## src/hw/rtl/tcf_pkg.sv

```systemverilog
package tcf_pkg;

	localparam int TAG_W          = 16;
	localparam int TYPE_W         = 8;
	localparam int DEF_QUEUE_DEPTH = 16;
	localparam int DEF_STAMP_BITS  = 16;

	localparam logic [TYPE_W-1:0] TYPE_DOG_LO = 8'h64;
	localparam logic [TYPE_W-1:0] TYPE_DOG_UP = 8'h44;

	typedef enum logic [1:0] {
		ACT_ENQ     = 2'd0,
		ACT_DEQ_ANY = 2'd1,
		ACT_DEQ_DOG = 2'd2,
		ACT_DEQ_CAT = 2'd3
	} action_t;

	typedef enum logic [1:0] {
		ST_OK    = 2'd0,
		ST_FULL  = 2'd1,
		ST_EMPTY = 2'd2
	} status_t;

	typedef struct packed {
		logic push;
		logic pop;
	} q_ctl_t;

	typedef struct packed {
		logic empty;
		logic full;
	} q_stat_t;

endpackage

```

## src/hw/rtl/tcf_queue.sv

```systemverilog
module tcf_queue import tcf_pkg::*; #(
	parameter int DEPTH   = DEF_QUEUE_DEPTH,
	parameter int ENTRY_W = TAG_W + TYPE_W + DEF_STAMP_BITS
) (
	input  logic               clk,
	input  logic               arst_n,
	input  q_ctl_t             ctl,
	input  logic [ENTRY_W-1:0] wr_entry,
	output logic [ENTRY_W-1:0] head_entry,
	output q_stat_t            stat
);

	localparam int AW = $clog2(DEPTH);
	localparam logic [AW:0]   DEPTH_F  = (AW+1)'(DEPTH);
	localparam logic [AW+1:0] DEPTH_S  = (AW+2)'(DEPTH);
	localparam logic [AW-1:0] LAST_IDX = AW'(DEPTH - 1);

	logic [ENTRY_W-1:0] mem [DEPTH];
	logic [AW-1:0]      head_q;
	logic [AW:0]        fill_q;
	logic [ENTRY_W-1:0] head_data_q;
	logic [AW+1:0]      wr_sum;
	logic [AW-1:0]      wr_ptr;
	logic [AW-1:0]      head_inc;
	logic [AW-1:0]      head_nxt;

	always_comb begin
		wr_sum = (AW+2)'(head_q) + (AW+2)'(fill_q);
		if (wr_sum >= DEPTH_S) begin
			wr_sum = wr_sum - DEPTH_S;
		end
		wr_ptr   = wr_sum[AW-1:0];
		head_inc = (head_q == LAST_IDX) ? '0 : head_q + AW'(1);
		head_nxt = ctl.pop ? head_inc : head_q;
	end

	always_ff @(posedge clk or negedge arst_n) begin
		if (!arst_n) begin
			head_q <= '0;
			fill_q <= '0;
		end else begin
			head_q <= head_nxt;
			if (ctl.push && !ctl.pop) begin
				fill_q <= fill_q + (AW+1)'(1);
			end else if (ctl.pop && !ctl.push) begin
				fill_q <= fill_q - (AW+1)'(1);
			end
		end
	end

	always_ff @(posedge clk) begin
		if (ctl.push) begin
			mem[wr_ptr] <= wr_entry;
		end
	end

	// head entry kept registered; bypass when the write lands on the next head
	always_ff @(posedge clk) begin
		if (ctl.push && (wr_ptr == head_nxt)) begin
			head_data_q <= wr_entry;
		end else begin
			head_data_q <= mem[head_nxt];
		end
	end

	assign head_entry = head_data_q;
	assign stat.empty = (fill_q == '0);
	assign stat.full  = (fill_q == DEPTH_F);

endmodule

```

## src/hw/rtl/two_class_fifo_oldest_first_core.sv

```systemverilog
// Two-class FIFO with oldest-first dequeue. Items whose type byte is 'd' or 'D'
// go to the dog queue, all others to the cat queue; each entry keeps its tag,
// type byte and an arrival stamp from a wrapping counter. Every accepted beat
// yields exactly one result beat. One beat is accepted per cycle while the
// result side does not stall; each beat passes the input register, then the
// result register. The head compare and pointer update keep up with this
// rate because each queue's head entry sits in a register that is refilled
// from the queue memory as the head moves.
module two_class_fifo_oldest_first_core import tcf_pkg::*; #(
	parameter int QUEUE_DEPTH = DEF_QUEUE_DEPTH,
	parameter int STAMP_BITS  = DEF_STAMP_BITS
) (
	input  logic                  clk,
	input  logic                  arst_n,
	input  logic                  item_valid,
	output logic                  item_stall,
	input  logic [1:0]            action,
	input  logic [TAG_W-1:0]      item_tag,
	input  logic [TYPE_W-1:0]     animal_type,
	output logic                  result_valid,
	input  logic                  result_stall,
	output logic [1:0]            status,
	output logic [TAG_W-1:0]      out_tag,
	output logic [TYPE_W-1:0]     out_type,
	output logic [STAMP_BITS-1:0] out_stamp,
	output logic                  from_dog
);

	localparam int ENTRY_W = TAG_W + TYPE_W + STAMP_BITS;

	logic                  v_s1;
	action_t               act_s1;
	logic [TAG_W-1:0]      tag_s1;
	logic [TYPE_W-1:0]     type_s1;
	logic [STAMP_BITS-1:0] ctr_q;

	logic                  res_v_q;
	status_t               status_q;
	logic [TAG_W-1:0]      tag_q;
	logic [TYPE_W-1:0]     type_q;
	logic [STAMP_BITS-1:0] stamp_q;
	logic                  dog_q;

	logic                  adv;
	logic                  accept;
	q_ctl_t                dog_ctl, cat_ctl;
	q_stat_t               dog_stat, cat_stat;
	logic [ENTRY_W-1:0]    dog_head, cat_head, wr_entry;
	logic [STAMP_BITS-1:0] age_diff;

	logic                  is_dog;
	logic                  tgt_full;
	logic                  take_dog, take_cat;
	logic                  enq_ok;
	status_t               status_d;
	logic [ENTRY_W-1:0]    sel_entry;
	logic [TAG_W-1:0]      tag_d;
	logic [TYPE_W-1:0]     type_d;
	logic [STAMP_BITS-1:0] stamp_d;
	logic                  dog_d;

	assign adv        = v_s1 && (!res_v_q || !result_stall);
	assign item_stall = v_s1 && !adv;
	assign accept     = item_valid && !item_stall;

	always_ff @(posedge clk or negedge arst_n) begin
		if (!arst_n) begin
			v_s1 <= 1'b0;
		end else if (accept) begin
			v_s1 <= 1'b1;
		end else if (adv) begin
			v_s1 <= 1'b0;
		end
	end

	always_ff @(posedge clk) begin
		if (accept) begin
			act_s1  <= action_t'(action);
			tag_s1  <= item_tag;
			type_s1 <= animal_type;
		end
	end

	always_comb begin
		is_dog   = (type_s1 == TYPE_DOG_LO) || (type_s1 == TYPE_DOG_UP);
		tgt_full = is_dog ? dog_stat.full : cat_stat.full;
		age_diff = dog_head[STAMP_BITS-1:0] - cat_head[STAMP_BITS-1:0];
		take_dog = 1'b0;
		take_cat = 1'b0;
		enq_ok   = 1'b0;
		status_d = ST_OK;
		tag_d    = '0;
		type_d   = '0;
		stamp_d  = '0;
		dog_d    = 1'b0;
		case (act_s1)
			ACT_ENQ: begin
				dog_d    = is_dog;
				stamp_d  = ctr_q;
				enq_ok   = !tgt_full;
				status_d = tgt_full ? ST_FULL : ST_OK;
			end
			ACT_DEQ_DOG: begin
				take_dog = !dog_stat.empty;
			end
			ACT_DEQ_CAT: begin
				take_cat = !cat_stat.empty;
			end
			ACT_DEQ_ANY: begin
				if (dog_stat.empty) begin
					take_cat = !cat_stat.empty;
				end else if (cat_stat.empty) begin
					take_dog = 1'b1;
				end else begin
					take_dog = age_diff[STAMP_BITS-1];
					take_cat = !age_diff[STAMP_BITS-1];
				end
			end
			default: begin
				status_d = ST_EMPTY;
			end
		endcase
		sel_entry = take_dog ? dog_head : cat_head;
		if (act_s1 != ACT_ENQ) begin
			dog_d = take_dog || (act_s1 == ACT_DEQ_DOG);
			if (take_dog || take_cat) begin
				tag_d   = sel_entry[ENTRY_W-1 -: TAG_W];
				type_d  = sel_entry[STAMP_BITS +: TYPE_W];
				stamp_d = sel_entry[STAMP_BITS-1:0];
			end else begin
				status_d = ST_EMPTY;
			end
		end
	end

	assign wr_entry     = {tag_s1, type_s1, ctr_q};
	assign dog_ctl.push = adv && enq_ok && is_dog;
	assign cat_ctl.push = adv && enq_ok && !is_dog;
	assign dog_ctl.pop  = adv && take_dog;
	assign cat_ctl.pop  = adv && take_cat;

	tcf_queue #(
		.DEPTH   (QUEUE_DEPTH),
		.ENTRY_W (ENTRY_W)
	) u_dog_queue (
		.clk        (clk),
		.arst_n     (arst_n),
		.ctl        (dog_ctl),
		.wr_entry   (wr_entry),
		.head_entry (dog_head),
		.stat       (dog_stat)
	);

	tcf_queue #(
		.DEPTH   (QUEUE_DEPTH),
		.ENTRY_W (ENTRY_W)
	) u_cat_queue (
		.clk        (clk),
		.arst_n     (arst_n),
		.ctl        (cat_ctl),
		.wr_entry   (wr_entry),
		.head_entry (cat_head),
		.stat       (cat_stat)
	);

	always_ff @(posedge clk or negedge arst_n) begin
		if (!arst_n) begin
			ctr_q   <= '0;
			res_v_q <= 1'b0;
		end else begin
			if (adv && enq_ok) begin
				ctr_q <= ctr_q + STAMP_BITS'(1);
			end
			if (adv) begin
				res_v_q <= 1'b1;
			end else if (!result_stall) begin
				res_v_q <= 1'b0;
			end
		end
	end

	always_ff @(posedge clk) begin
		if (adv) begin
			status_q <= status_d;
			tag_q    <= tag_d;
			type_q   <= type_d;
			stamp_q  <= stamp_d;
			dog_q    <= dog_d;
		end
	end

	assign result_valid = res_v_q;
	assign status       = status_q;
	assign out_tag      = tag_q;
	assign out_type     = type_q;
	assign out_stamp    = stamp_q;
	assign from_dog     = dog_q;

	a_one_queue_per_beat: assert property (@(posedge clk) disable iff (!arst_n)
		$countones({dog_ctl.push, dog_ctl.pop, cat_ctl.push, cat_ctl.pop}) <= 1)
		else $error("more than one queue operation in one beat");

	a_no_pop_empty: assert property (@(posedge clk) disable iff (!arst_n)
		!(dog_ctl.pop && dog_stat.empty) && !(cat_ctl.pop && cat_stat.empty))
		else $error("pop from empty queue");

	a_no_push_full: assert property (@(posedge clk) disable iff (!arst_n)
		!(dog_ctl.push && dog_stat.full) && !(cat_ctl.push && cat_stat.full))
		else $error("push into full queue");

	a_stamp_advance: assert property (@(posedge clk) disable iff (!arst_n)
		(dog_ctl.push || cat_ctl.push) |=> (ctr_q == $past(ctr_q) + STAMP_BITS'(1)))
		else $error("arrival counter did not advance on enqueue");

	a_result_follows: assert property (@(posedge clk) disable iff (!arst_n)
		adv |=> res_v_q)
		else $error("processed beat produced no result");

endmodule

```

## config.mk

```make
export PLATFORM = sky130hd
export DESIGN_NAME = two_class_fifo_oldest_first_core
export DESIGN_NICKNAME = d
export VERILOG_FILES = /design/src/hw/rtl/tcf_pkg.sv /design/src/hw/rtl/tcf_queue.sv /design/src/hw/rtl/two_class_fifo_oldest_first_core.sv
export SDC_FILE = /design/constraint.sdc
export NUM_CORES = 1
export LEC_CHECK = 0
export ABC_AREA = 0
export BUFFER_PORTS_ARGS = -buffer_cell sky130_fd_sc_hd__buf_2
export CAP_MARGIN = 40
export CORE_MARGIN = 2
export CORE_UTILIZATION = 53
export DETAILED_ROUTE_END_ITERATION = 16
export GPL_ROUTABILITY_DRIVEN = 0
export HOLD_SLACK_MARGIN = 0.1
export PLACE_DENSITY = 0.7
export SETUP_SLACK_MARGIN = 0.02
export SYNTH_ARGS = -nofsm -noshare
export SYNTH_HDL_FRONTEND = slang
export SYNTH_SLANG_ARGS = --single-unit
```

## constraint.sdc

```tcl
create_clock -name clk -period 7.1 [get_ports clk]
set_input_delay 1.42 -clock clk [delete_from_list [all_inputs] [get_ports clk]]
set_output_delay 1.42 -clock clk [all_outputs]
set_load 0.01 [all_outputs]
```

; Yosys cells after proc, flatten, opt, wreduce, memory -nomap -nowiden
; Memories as Yosys holds them, arrays and structs flattened. A register that Yosys moved wholly into a read port is not among the register bits.
; Index checks and enable logic that the tools add are counted.
[op_classes]
n_eq_ne = 10
n_reduce_logical = 37
n_addsub = 12
mux = 36
order_cmp = 2
[op_table]
columns = op, n
row1 = $mux W16, 3
row2 = $mux W40, 1
row3 = $mux W4, 6
row4 = $mux W5, 4
row5 = $mux W1, 18
row6 = $add A16 B1 Y16 const B, 1
row7 = $eq A8 B7 Y1 const B, 2
row8 = $sub A16 B16 Y16, 1
row9 = $logic_not A1 Y1, 13
row10 = $add A4 B5 Y6, 2
row11 = $ge A6 B5 Y1 const B, 2
row12 = $logic_and A1 B1 Y1, 12
row13 = $add A5 B1 Y5 const B, 2
row14 = $eq A5 B5 Y1 const B, 2
row15 = $logic_not A5 Y1, 2
row16 = $sub A5 B1 Y5 const B, 2
row17 = $add A4 B1 Y4 const B, 2
row18 = $eq A4 B4 Y1 const B, 2
row19 = $reduce_bool A2 Y1, 4
row20 = $sub A4 B1 Y4 const B, 2
row21 = $eq A2 B2 Y1 const B, 2
row22 = $logic_or A1 B1 Y1, 4
row23 = $mux W2, 2
row24 = $pmux W1 S2, 2
row25 = 4 further kinds, 4
[word_totals]
memories = 2
reg_bits = 105
ramBits = 1280
wordCells = 114
out_inout_bits = 45
input_bits = 30
[mem_list]
columns = name, depth, word_bits, read_ports, rd_clocked_by_memory_dff, write_ports, line
row1 = u_cat_queue.mem, 16, 40, 1, 1, 1, tcf_queue.sv:18  ; logic [ENTRY_W-1:0] mem [DEPTH];
row2 = u_dog_queue.mem, 16, 40, 1, 1, 1, tcf_queue.sv:18

; Longest topological paths before layout
; Gate-level depths: netlist (run 1).
[logic_depth]
ltp_word = 11
ltp_mapped = 22
depth_no_buf = 19

; By module
; From an unflattened synthesis (run 1), not the netlist that was laid out.
[hier_totals]
cells_unflattened = 2562
area_unflattened_um2 = 55214.2
[modules_own_cells]
columns = module, area_each_um2, instances, cells_each
row1 = tcf_queue (u_dog_queue), 25101.6, 1, 1075
row2 = tcf_queue (u_cat_queue), 25099.1, 1, 1073
row3 = two_class_fifo_oldest_first_core, 5013.6, 1, 414

; Worst setup path before layout (run 1)
; No wires, ideal clock.
[synth_path]
kind = input port to flip-flop
startpoint = input port result_stall
endpoint = memory u_cat_queue.mem[0][0] (netlist bit) (enable)
cell_stages = 7
setup_ns = 0.437
n_path_buf = 1
arrival_time_ns = 6.894
slack_ns = -0.232
t_required_ns = 6.663
path_cell_list = a21boi_1 -> nand2_1 -> nor2_1 -> and2_0 -> clkbuf_1 -> or3b_2 -> nor2_1
[synth_via]
elab_chain_cells = 7
[synth_rtl]
columns = element, line
row1 = start: declaration, two_class_fifo_oldest_first_core.sv:21  ; input logic result_stall,
row2 = $logic_not A1 Y1, n/a
row3 = $logic_or A1 B1 Y1, two_class_fifo_oldest_first_core.sv:62  ; assign adv = v_s1 && (!res_v_q || !result_stall);
row4 = $logic_and A1 B1 Y1, two_class_fifo_oldest_first_core.sv:62
row5 = $logic_and A1 B1 Y1 (2 in a row), two_class_fifo_oldest_first_core.sv:138  ; assign cat_ctl.push = adv && enq_ok && !is_dog;
row6 = $mux W1, tcf_queue.sv:52  ; if (ctl.push) begin
row7 = $mux W1 (not written as such), tcf_queue.sv:53  ; mem[wr_ptr] <= wr_entry;
row8 = end: declaration, tcf_queue.sv:18
; No other way between the ends.

==> results of run 1 <==
==> worst paths after layout <==
path	slack, ns	to
max	0.88	u_cat_queue.fill_q[4]
min	0.49	result_valid
max reg2reg	0.88	u_cat_queue.fill_q[4]
min reg2reg	0.49	result_valid
max in group asynchronous	5.97	ctr_q[13]
min in group asynchronous	0.64	u_dog_queue.fill_q[0]
==> final cells by class <==
cell class / count / share of cell area, %
antenna: 1 / 0.00405
multi-input combinational: 790 / 19.1
sequential: 1393 / 67.4
clock buffer: 180 / 6.14
tap: 1357 / 2.75
timing repair buffer: 196 / 3.43
inverter: 26 / 0.158
clock inverter: 75 / 1.07
==> routing by layer <==
layer / wire length, µm / vias up / global-route usage [%] / part of all wire (%)
met5: 13 / - / 0 / 0.010
met4: 2860 / 2 / 7.10 / 2.2
met3: 11400 / 215 / 4.68 / 8.9
met2: 64000 / 1432 / 41.3 / 50
met1: 49900 / 13700 / 35.3 / 39
li1: - / 10300 / - / -
==> cell families (layout without fill, tap and decap cells) <==
| logic type | after synthesis | count (layout) |
|---|---|---|
| XOR/XNOR | 39 | 39 |
| multiplexers | 402 | 402 |
| adder cells (fa/ha/maj) | 40 | 40 |
| flip-flops | 1393 | 1393 |
| AO/OA/AOI/OAI | 105 | 105 |
| buffers and inverters | 133 | 477 |
| other | 0 | 1 |
| AND/OR/NAND/NOR | 204 | 204 |
==> cells in the mapped netlist, drive strengths merged, types with 15 or more instances <==
master / number / share of area (%)
nor2: 49 / 0.34
dfrtp: 36 / 1.7
xnor2: 26 / 0.42
buf: 47 / 0.45
ha: 36 / 0.84
or3: 15 / 0.17
edfxtp: 1349 / 75
a21oi: 51 / 0.48
mux4: 396 / 17
clkbuf: 60 / 0.42
inv: 25 / 0.17
nand3: 17 / 0.17
nand2: 81 / 0.57
a2bb2oi: 16 / 0.26
==> registers in the layout, summed over array words and instances, names as in the netlist, named ones only <==
register / count
u_cat_queue.fill_q: 5
tag_s1: 16
from_dog: 1
u_dog_queue.fill_q: 5
u_cat_queue.mem: 640
type_s1: 8
u_dog_queue.mem: 640
status: 2
u_cat_queue.head_q: 4
ctr_q: 16
act_s1: 2
result_valid: 1
out_stamp: 16
u_dog_queue.head_q: 4
v_s1: 1
out_type: 8
out_tag: 16
==> power breakdown <==
part | leakage [nW] | internal, mW | switching (mW)
Combinational | 4.79 | 2.67 | 2.99
Clock | 2.16 | 4.08 | 3.04
Sequential | 12.9 | 9.52 | 0.488
==> through the flow <==
step                util [%]  total power, mW
floorplan                  -             13.9
global placement        56.0             15.6
detailed placement      57.0             15.8
CTS                     61.5             22.9
global route            61.6             23.6
finish                  61.6             22.8
==> summary.txt, run 1 <==
Floorplan
  • Chip height: approximately 320 µm
  • Initial core utilization: 53.5%
  • Std-Cell Rows: 116
  • Die X-Extent: ~320 µm
  • Die area: between 100000 and 150000 µm²
  • Top Ports: 75
  • Core area: between 100000 and 150000 µm²

Yosys
  • Post-Synthesis Cells: 2316
  • Seq/Total Area, Yosys: 77.5%
  • Yosys warnings: 0
  • Mux contribution to synthesized area: between 15 and 20%
  • Largest family of logic cells by synthesized area: multiplexers
  • Post-synthesis compound-gate area fraction: under 10%
  • Synth Flop Type: edfxtp_1
  • Fraction of registers with async set/reset: 2.58%
  • Syn Area/Cell: roughly 23 µm²
  • Synth Area in Adders: 0.989%
  • Post-Syn Area: 53700 µm²
  • Number of flops mapped to enable cells by yosys: roughly 1300
  • Net Count, Synth: 2386
  • Yosys reg bits: approximately 1400
  • Simple-gate portion of the synthesized area: 1.79%
  • XOR/XNOR Fraction of Synth Area: less than 1%
  • Synth unique cells: 55

Run status
  • Failing checks: design-rule violations
  • Status: complete, but fails checks

Setup path
  • FF-to-FF path depth: 17
  • Worst path cell trace: buf_12 -> mux4_2 -> mux4_2 -> ha_1 -> nand4_1 -> nor4_1 -> o21ai_2 -> and4_1 -> o311ai_4 -> ha_1 -> inv_1 -> ha_1 -> a21o_1 -> a21oi_1 -> xnor2_1 -> nor2_1 -> xor2_1
  • Worst Setup Path Type: reg2reg
  • Slowest CP cell: dfxtp_4
  • Crit end category: flop
  • Worst path bufs/invs: 2
  • Crit. path cell count: 17
  • Worst path top cell family by delay: simple AND/OR/NAND/NOR gates
  • Critical Path Start Type: flop
  • Worst Path Arrival: ~6.9 ns
  • Crit-path max FO: 49
  • Most frequent CP cell: ha_1
  • Slowest stage delay, CP: 0.82 ns
  • Worst path required time: 7.72 ns

STA
  • Final Max Slew Viols: 0
  • Final hold violations: 0
  • Fin crit period: just over 6 ns
  • Worst-Margin Slew: 0.984 ns
  • Unrepaired setup endpoints after global routing: false
  • Setup TNS: 0 ns
  • Final hold slack: 0.488 ns
  • Setup-failing EPs final: 0
  • Clock skew: 0.0355 ns
  • Worst slew margin: between 30% and 40%
  • Setup ws final: about 0.88 ns
  • Tcrit/Tclk final: between 80 and 90%
  • Fmax: 161 MHz

Layout
  • Layout cell share with drive strength beyond 1: about a third
  • Post-Layout Inst Area: between 60000 and 70000 µm²
  • Final nets: 2618
  • Fin cells: roughly 4000
  • Area occupied by registers: approximately 42000 µm²
  • Multi-input logic area: 11800 µm²
  • Most common cell after layout, fill and taps aside: edfxtp_1
  • Most frequent cells in the layout: edfxtp_1 (1349), mux4_2 (396), clkbuf_16 (148)
  • Area delta synth->final: 15.1%
  • Fillers: roughly 6700

Routing
  • Antenna Nets Post-Route: 0
  • Routed len/inst: around 32 µm
  • Residual DRC count: 2
  • Vias per Instance: between 6 and 7
  • Final WL: ~130000 µm
  • DR iter-0 viols: ~3200
  • DRT Pass-1 Iters: 11
  • Vias: 25600

Place
  • PortBufs: between 70 and 80
  • Placed cell count: between 3000 and 4000
  • Place WS: 1.03 ns
  • DP HPWL: between 70000 and 80000 µm
  • Cell Area, Placed: around 57000 µm²

Clock tree
  • Clk root buf: clkbuf_16
  • Longest Clk Path Bufs: 3
  • Post-CTS sizing: 0
  • CTS tree: built
  • CTS hold repair buffers: 0
  • Htree depth: 4
  • Clock slew at reported path FFs: approximately 0.06 ns
  • Cts bufs inserted: approximately 140
  • Clock sink count: between 1000 and 1500
  • Post-CTS Setup Inserts: 0
  • Worst-skew pair later-pin latency: between 0.7 and 0.8 ns

Power and ir drop
  • Worst VDD drop: approximately 0.00027 V
  • Lkg Pwr: slightly below 20 nW
  • PD cells: ~370 nW/µm²

GRT
  • Vias in the first global route: between 20000 and 30000
  • First-pass GRT wire length: around 180000 µm
  • Initial antenna violation count: 3
  • Gr usage total: between 20% and 30%
  • Largest net degree at the start of global routing: 60
  • GRT overflow: 0

Worst hold path
  • Type of the worst min-delay path: reg2reg
  • Worst hold stages: 1
  • Hold Startpoint: v_s1

Flow run
  • Max cap viols: 0
No activity file was read; power rests on OpenSTA's default activity.
==> run 2: changes to the inputs <==
==> constraint.sdc (replaced) <==
create_clock -name clk -period 5.9 [get_ports clk]
set_input_delay 1.18 -clock clk [delete_from_list [all_inputs] [get_ports clk]]
set_output_delay 1.18 -clock clk [all_outputs]
set_load 0.01 [all_outputs]
==> summary.txt, run 2 (synthesis gave the netlist of run 1 again) <==
Run status
  • Status: completed

Power and ir drop
  • Seq pwr share: 43.1%
  • Lkg Pwr: between 15 and 20 nW
  • Switching power: 7.83 mW
  • Worst VDD drop: 0.000344 V
  • PD cells: 447 nW/µm²
  • Clock share of power: approximately a third
  • Switching Fraction: roughly 28%
  • Combinational share of power: 25.3%
  • Pint: just under 20 mW

Layout
  • Most common cell after layout, fill and taps aside: edfxtp_1
  • Fillers: around 6600
  • Final nets: 2614
  • Biggest regs: u_cat_queue.mem x640, u_dog_queue.mem x640
  • Layout cell share with drive strength beyond 1: roughly a third
  • N_diodes: 0
  • Area delta synth->final: 15.1%
  • Most frequent cells in the layout: edfxtp_1 (1349), mux4_2 (396), clkbuf_16 (150)
  • Util after Layout: between 60% and 70%

Routing
  • Routed len/inst: 32.0 µm
  • DR iter-0 viols: roughly 3400
  • Vias: 25600
  • Vias per Instance: 6.37
  • DRT Pass-1 Iters: 6
  • Antenna Nets Post-Route: 0
  • Residual DRC count: 0
  • Final WL: 129000 µm

Setup path
  • Slowest CP cell: mux4_2
  • Worst path required time: about 6.5 ns
  • Slowest stage delay, CP: 0.55 ns
  • Worst path cell trace: buf_12 -> buf_4 -> mux4_2 -> mux4_2 -> inv_1 -> ha_1 -> nand4_1 -> nor2_1 -> a221oi_1 -> buf_4 -> a31oi_2 -> o311ai_4 -> ha_1 -> inv_1 -> ha_1 -> a21o_1 -> a21oi_1 -> xnor2_1 -> nor2_1 -> xor2_1
  • Most frequent CP cell: ha_1
  • Critical Path Start Type: flop
  • Worst R2R End: u_cat_queue.fill_q[4]
  • FF-to-FF path depth: 20
  • Crit end category: flop
  • Worst Setup Path Type: reg2reg
  • Crit-path max FO: 20
  • Worst Path Arrival: roughly 6.2 ns
  • R2R setup slack: slightly above 0.3 ns

GRT
  • Largest net degree at the start of global routing: 65
  • Vias in the first global route: 26100
  • Gr usage total: roughly a quarter
  • GRT overflow: 0
  • First-pass GRT wire length: between 150000 and 200000 µm
  • Initial antenna violation count: 1

STA
  • Setup ws final: 0.311 ns
  • Tcrit/Tclk final: 94.7%
  • Final hold violations: 0
  • Setup-failing EPs final: 0
  • Final Max Slew Viols: 0
  • Unrepaired setup endpoints after global routing: false
  • Setup TNS: 0 ns
  • Worst slew margin: 33.7%
  • Fmax: between 150 and 200 MHz
  • Clock skew: 0.0325 ns
  • Worst-Margin Slew: 0.995 ns
  • Fin crit period: ~5.6 ns

Place
  • Place WS: between 0.3 and 0.4 ns
  • PortBufs: 74
  • DP HPWL: 68700 µm

Clock tree
  • Htree depth: 4
  • Cts bufs inserted: between 100 and 150
  • Post-CTS Setup Inserts: 0
  • CTS hold repair buffers: 0
  • Longest Clk Path Bufs: 3
  • Clk root buf: clkbuf_16
  • CTS tree: built
  • Clock sink count: roughly 1400
  • Clock slew at reported path FFs: ~0.06 ns
  • Worst-skew pair later-pin latency: 0.75 ns

Floorplan
  • Top Ports: 75
  • Chip height: roughly 320 µm
  • Std-Cell Rows: ~120
  • Initial core utilization: a little over half
  • Core area: 100000 µm²
  • Die X-Extent: ~320 µm
  • Die area: a little over 100000 µm²

Worst hold path
  • Type of the worst min-delay path: in2async

Flow run
  • Max cap viols: 0
## run 2: cell count changes in the layout (fill, tap and decap cells not counted), sizes merged
cell      delta
clkinvlp     +8
clkbuf       -7
clkinv       -7
buf          -2
inv          +3
diode        -1
bufinv       +2
## run 2: layout make-up
class / instances / area (µm²) / area share (%)
clock inverters: 81 / 724 / 1.17
flip-flops and latches: 1393 / 41600 / 67.3
inverters: 26 / 97.6 / 0.158
multi-input cells: 790 / 11800 / 19.1
clock buffers: 174 / 3800 / 6.15
well taps: 1357 / 1700 / 2.75
repair buffers: 193 / 2060 / 3.34
## run 2: through the flow
stage	power (mW)	hold slack, ns	instances	area [µm²]
after floorplan	16.8	0.443	2316	53700
after global placement	18.8	0.462	3729	56600
after detailed placement	19.1	0.485	3753	57100
after CTS	27.8	0.201	4008	61600
after global routing	28.7	0.224	4014	61800
final	27.6	0.252	4014	61800
## run 2: per-layer routing
layer  global-route usage (%)  up-vias  wire length [µm]
met5                        0        -                 0
met4                     7.73        0              3370
met2                     42.2     1381             65100
met1                     34.3    13700             48900
li1                         -    10300                 -
met3                     5.09      227             11200
## run 2: worst max-delay path: cells and delay by family (launching register included)
kind            cells  cell delay, ns
mux                 2            1.06
flops               1            0.54
xor+xnor            2            0.29
buf+inv             5            0.97
fa+ha+maj           3            0.89
simple gates        3            0.28
compound gates      5            1.40
## run 2: what timing repair did
item | in CTS | in global routing
resized for setup | 0 | 1
endpoints found under the hold margin | 0 | 0
endpoints found under the setup margin | 0 | 1
## run 2: worst max path at each step
| stage | to | slack, ns | depth (start not counted) |
|---|---|---|---|
| floorplan | u_cat_queue.mem[0][0] | -0.11 | 7 |
| global placement | u_dog_queue.fill_q[4] | 0.40 | 22 |
| detailed placement | u_cat_queue.fill_q[4] | 0.35 | 21 |
| CTS | u_cat_queue.fill_q[4] | 0.31 | 21 |
| global route | u_dog_queue.fill_q[4] | 0.03 | 22 |
| finish | u_cat_queue.fill_q[4] | 0.31 | 20 |
## run 2: power by group through the flow
stage	combinational (mW)	sequential [mW]	clock, mW
after floorplan	4.81	12.0	0
after global placement	6.65	12.2	0
after detailed placement	6.96	12.1	0
after CTS	7.04	11.9	8.83
after global routing	7.49	12.0	9.20
final	6.99	11.9	8.71
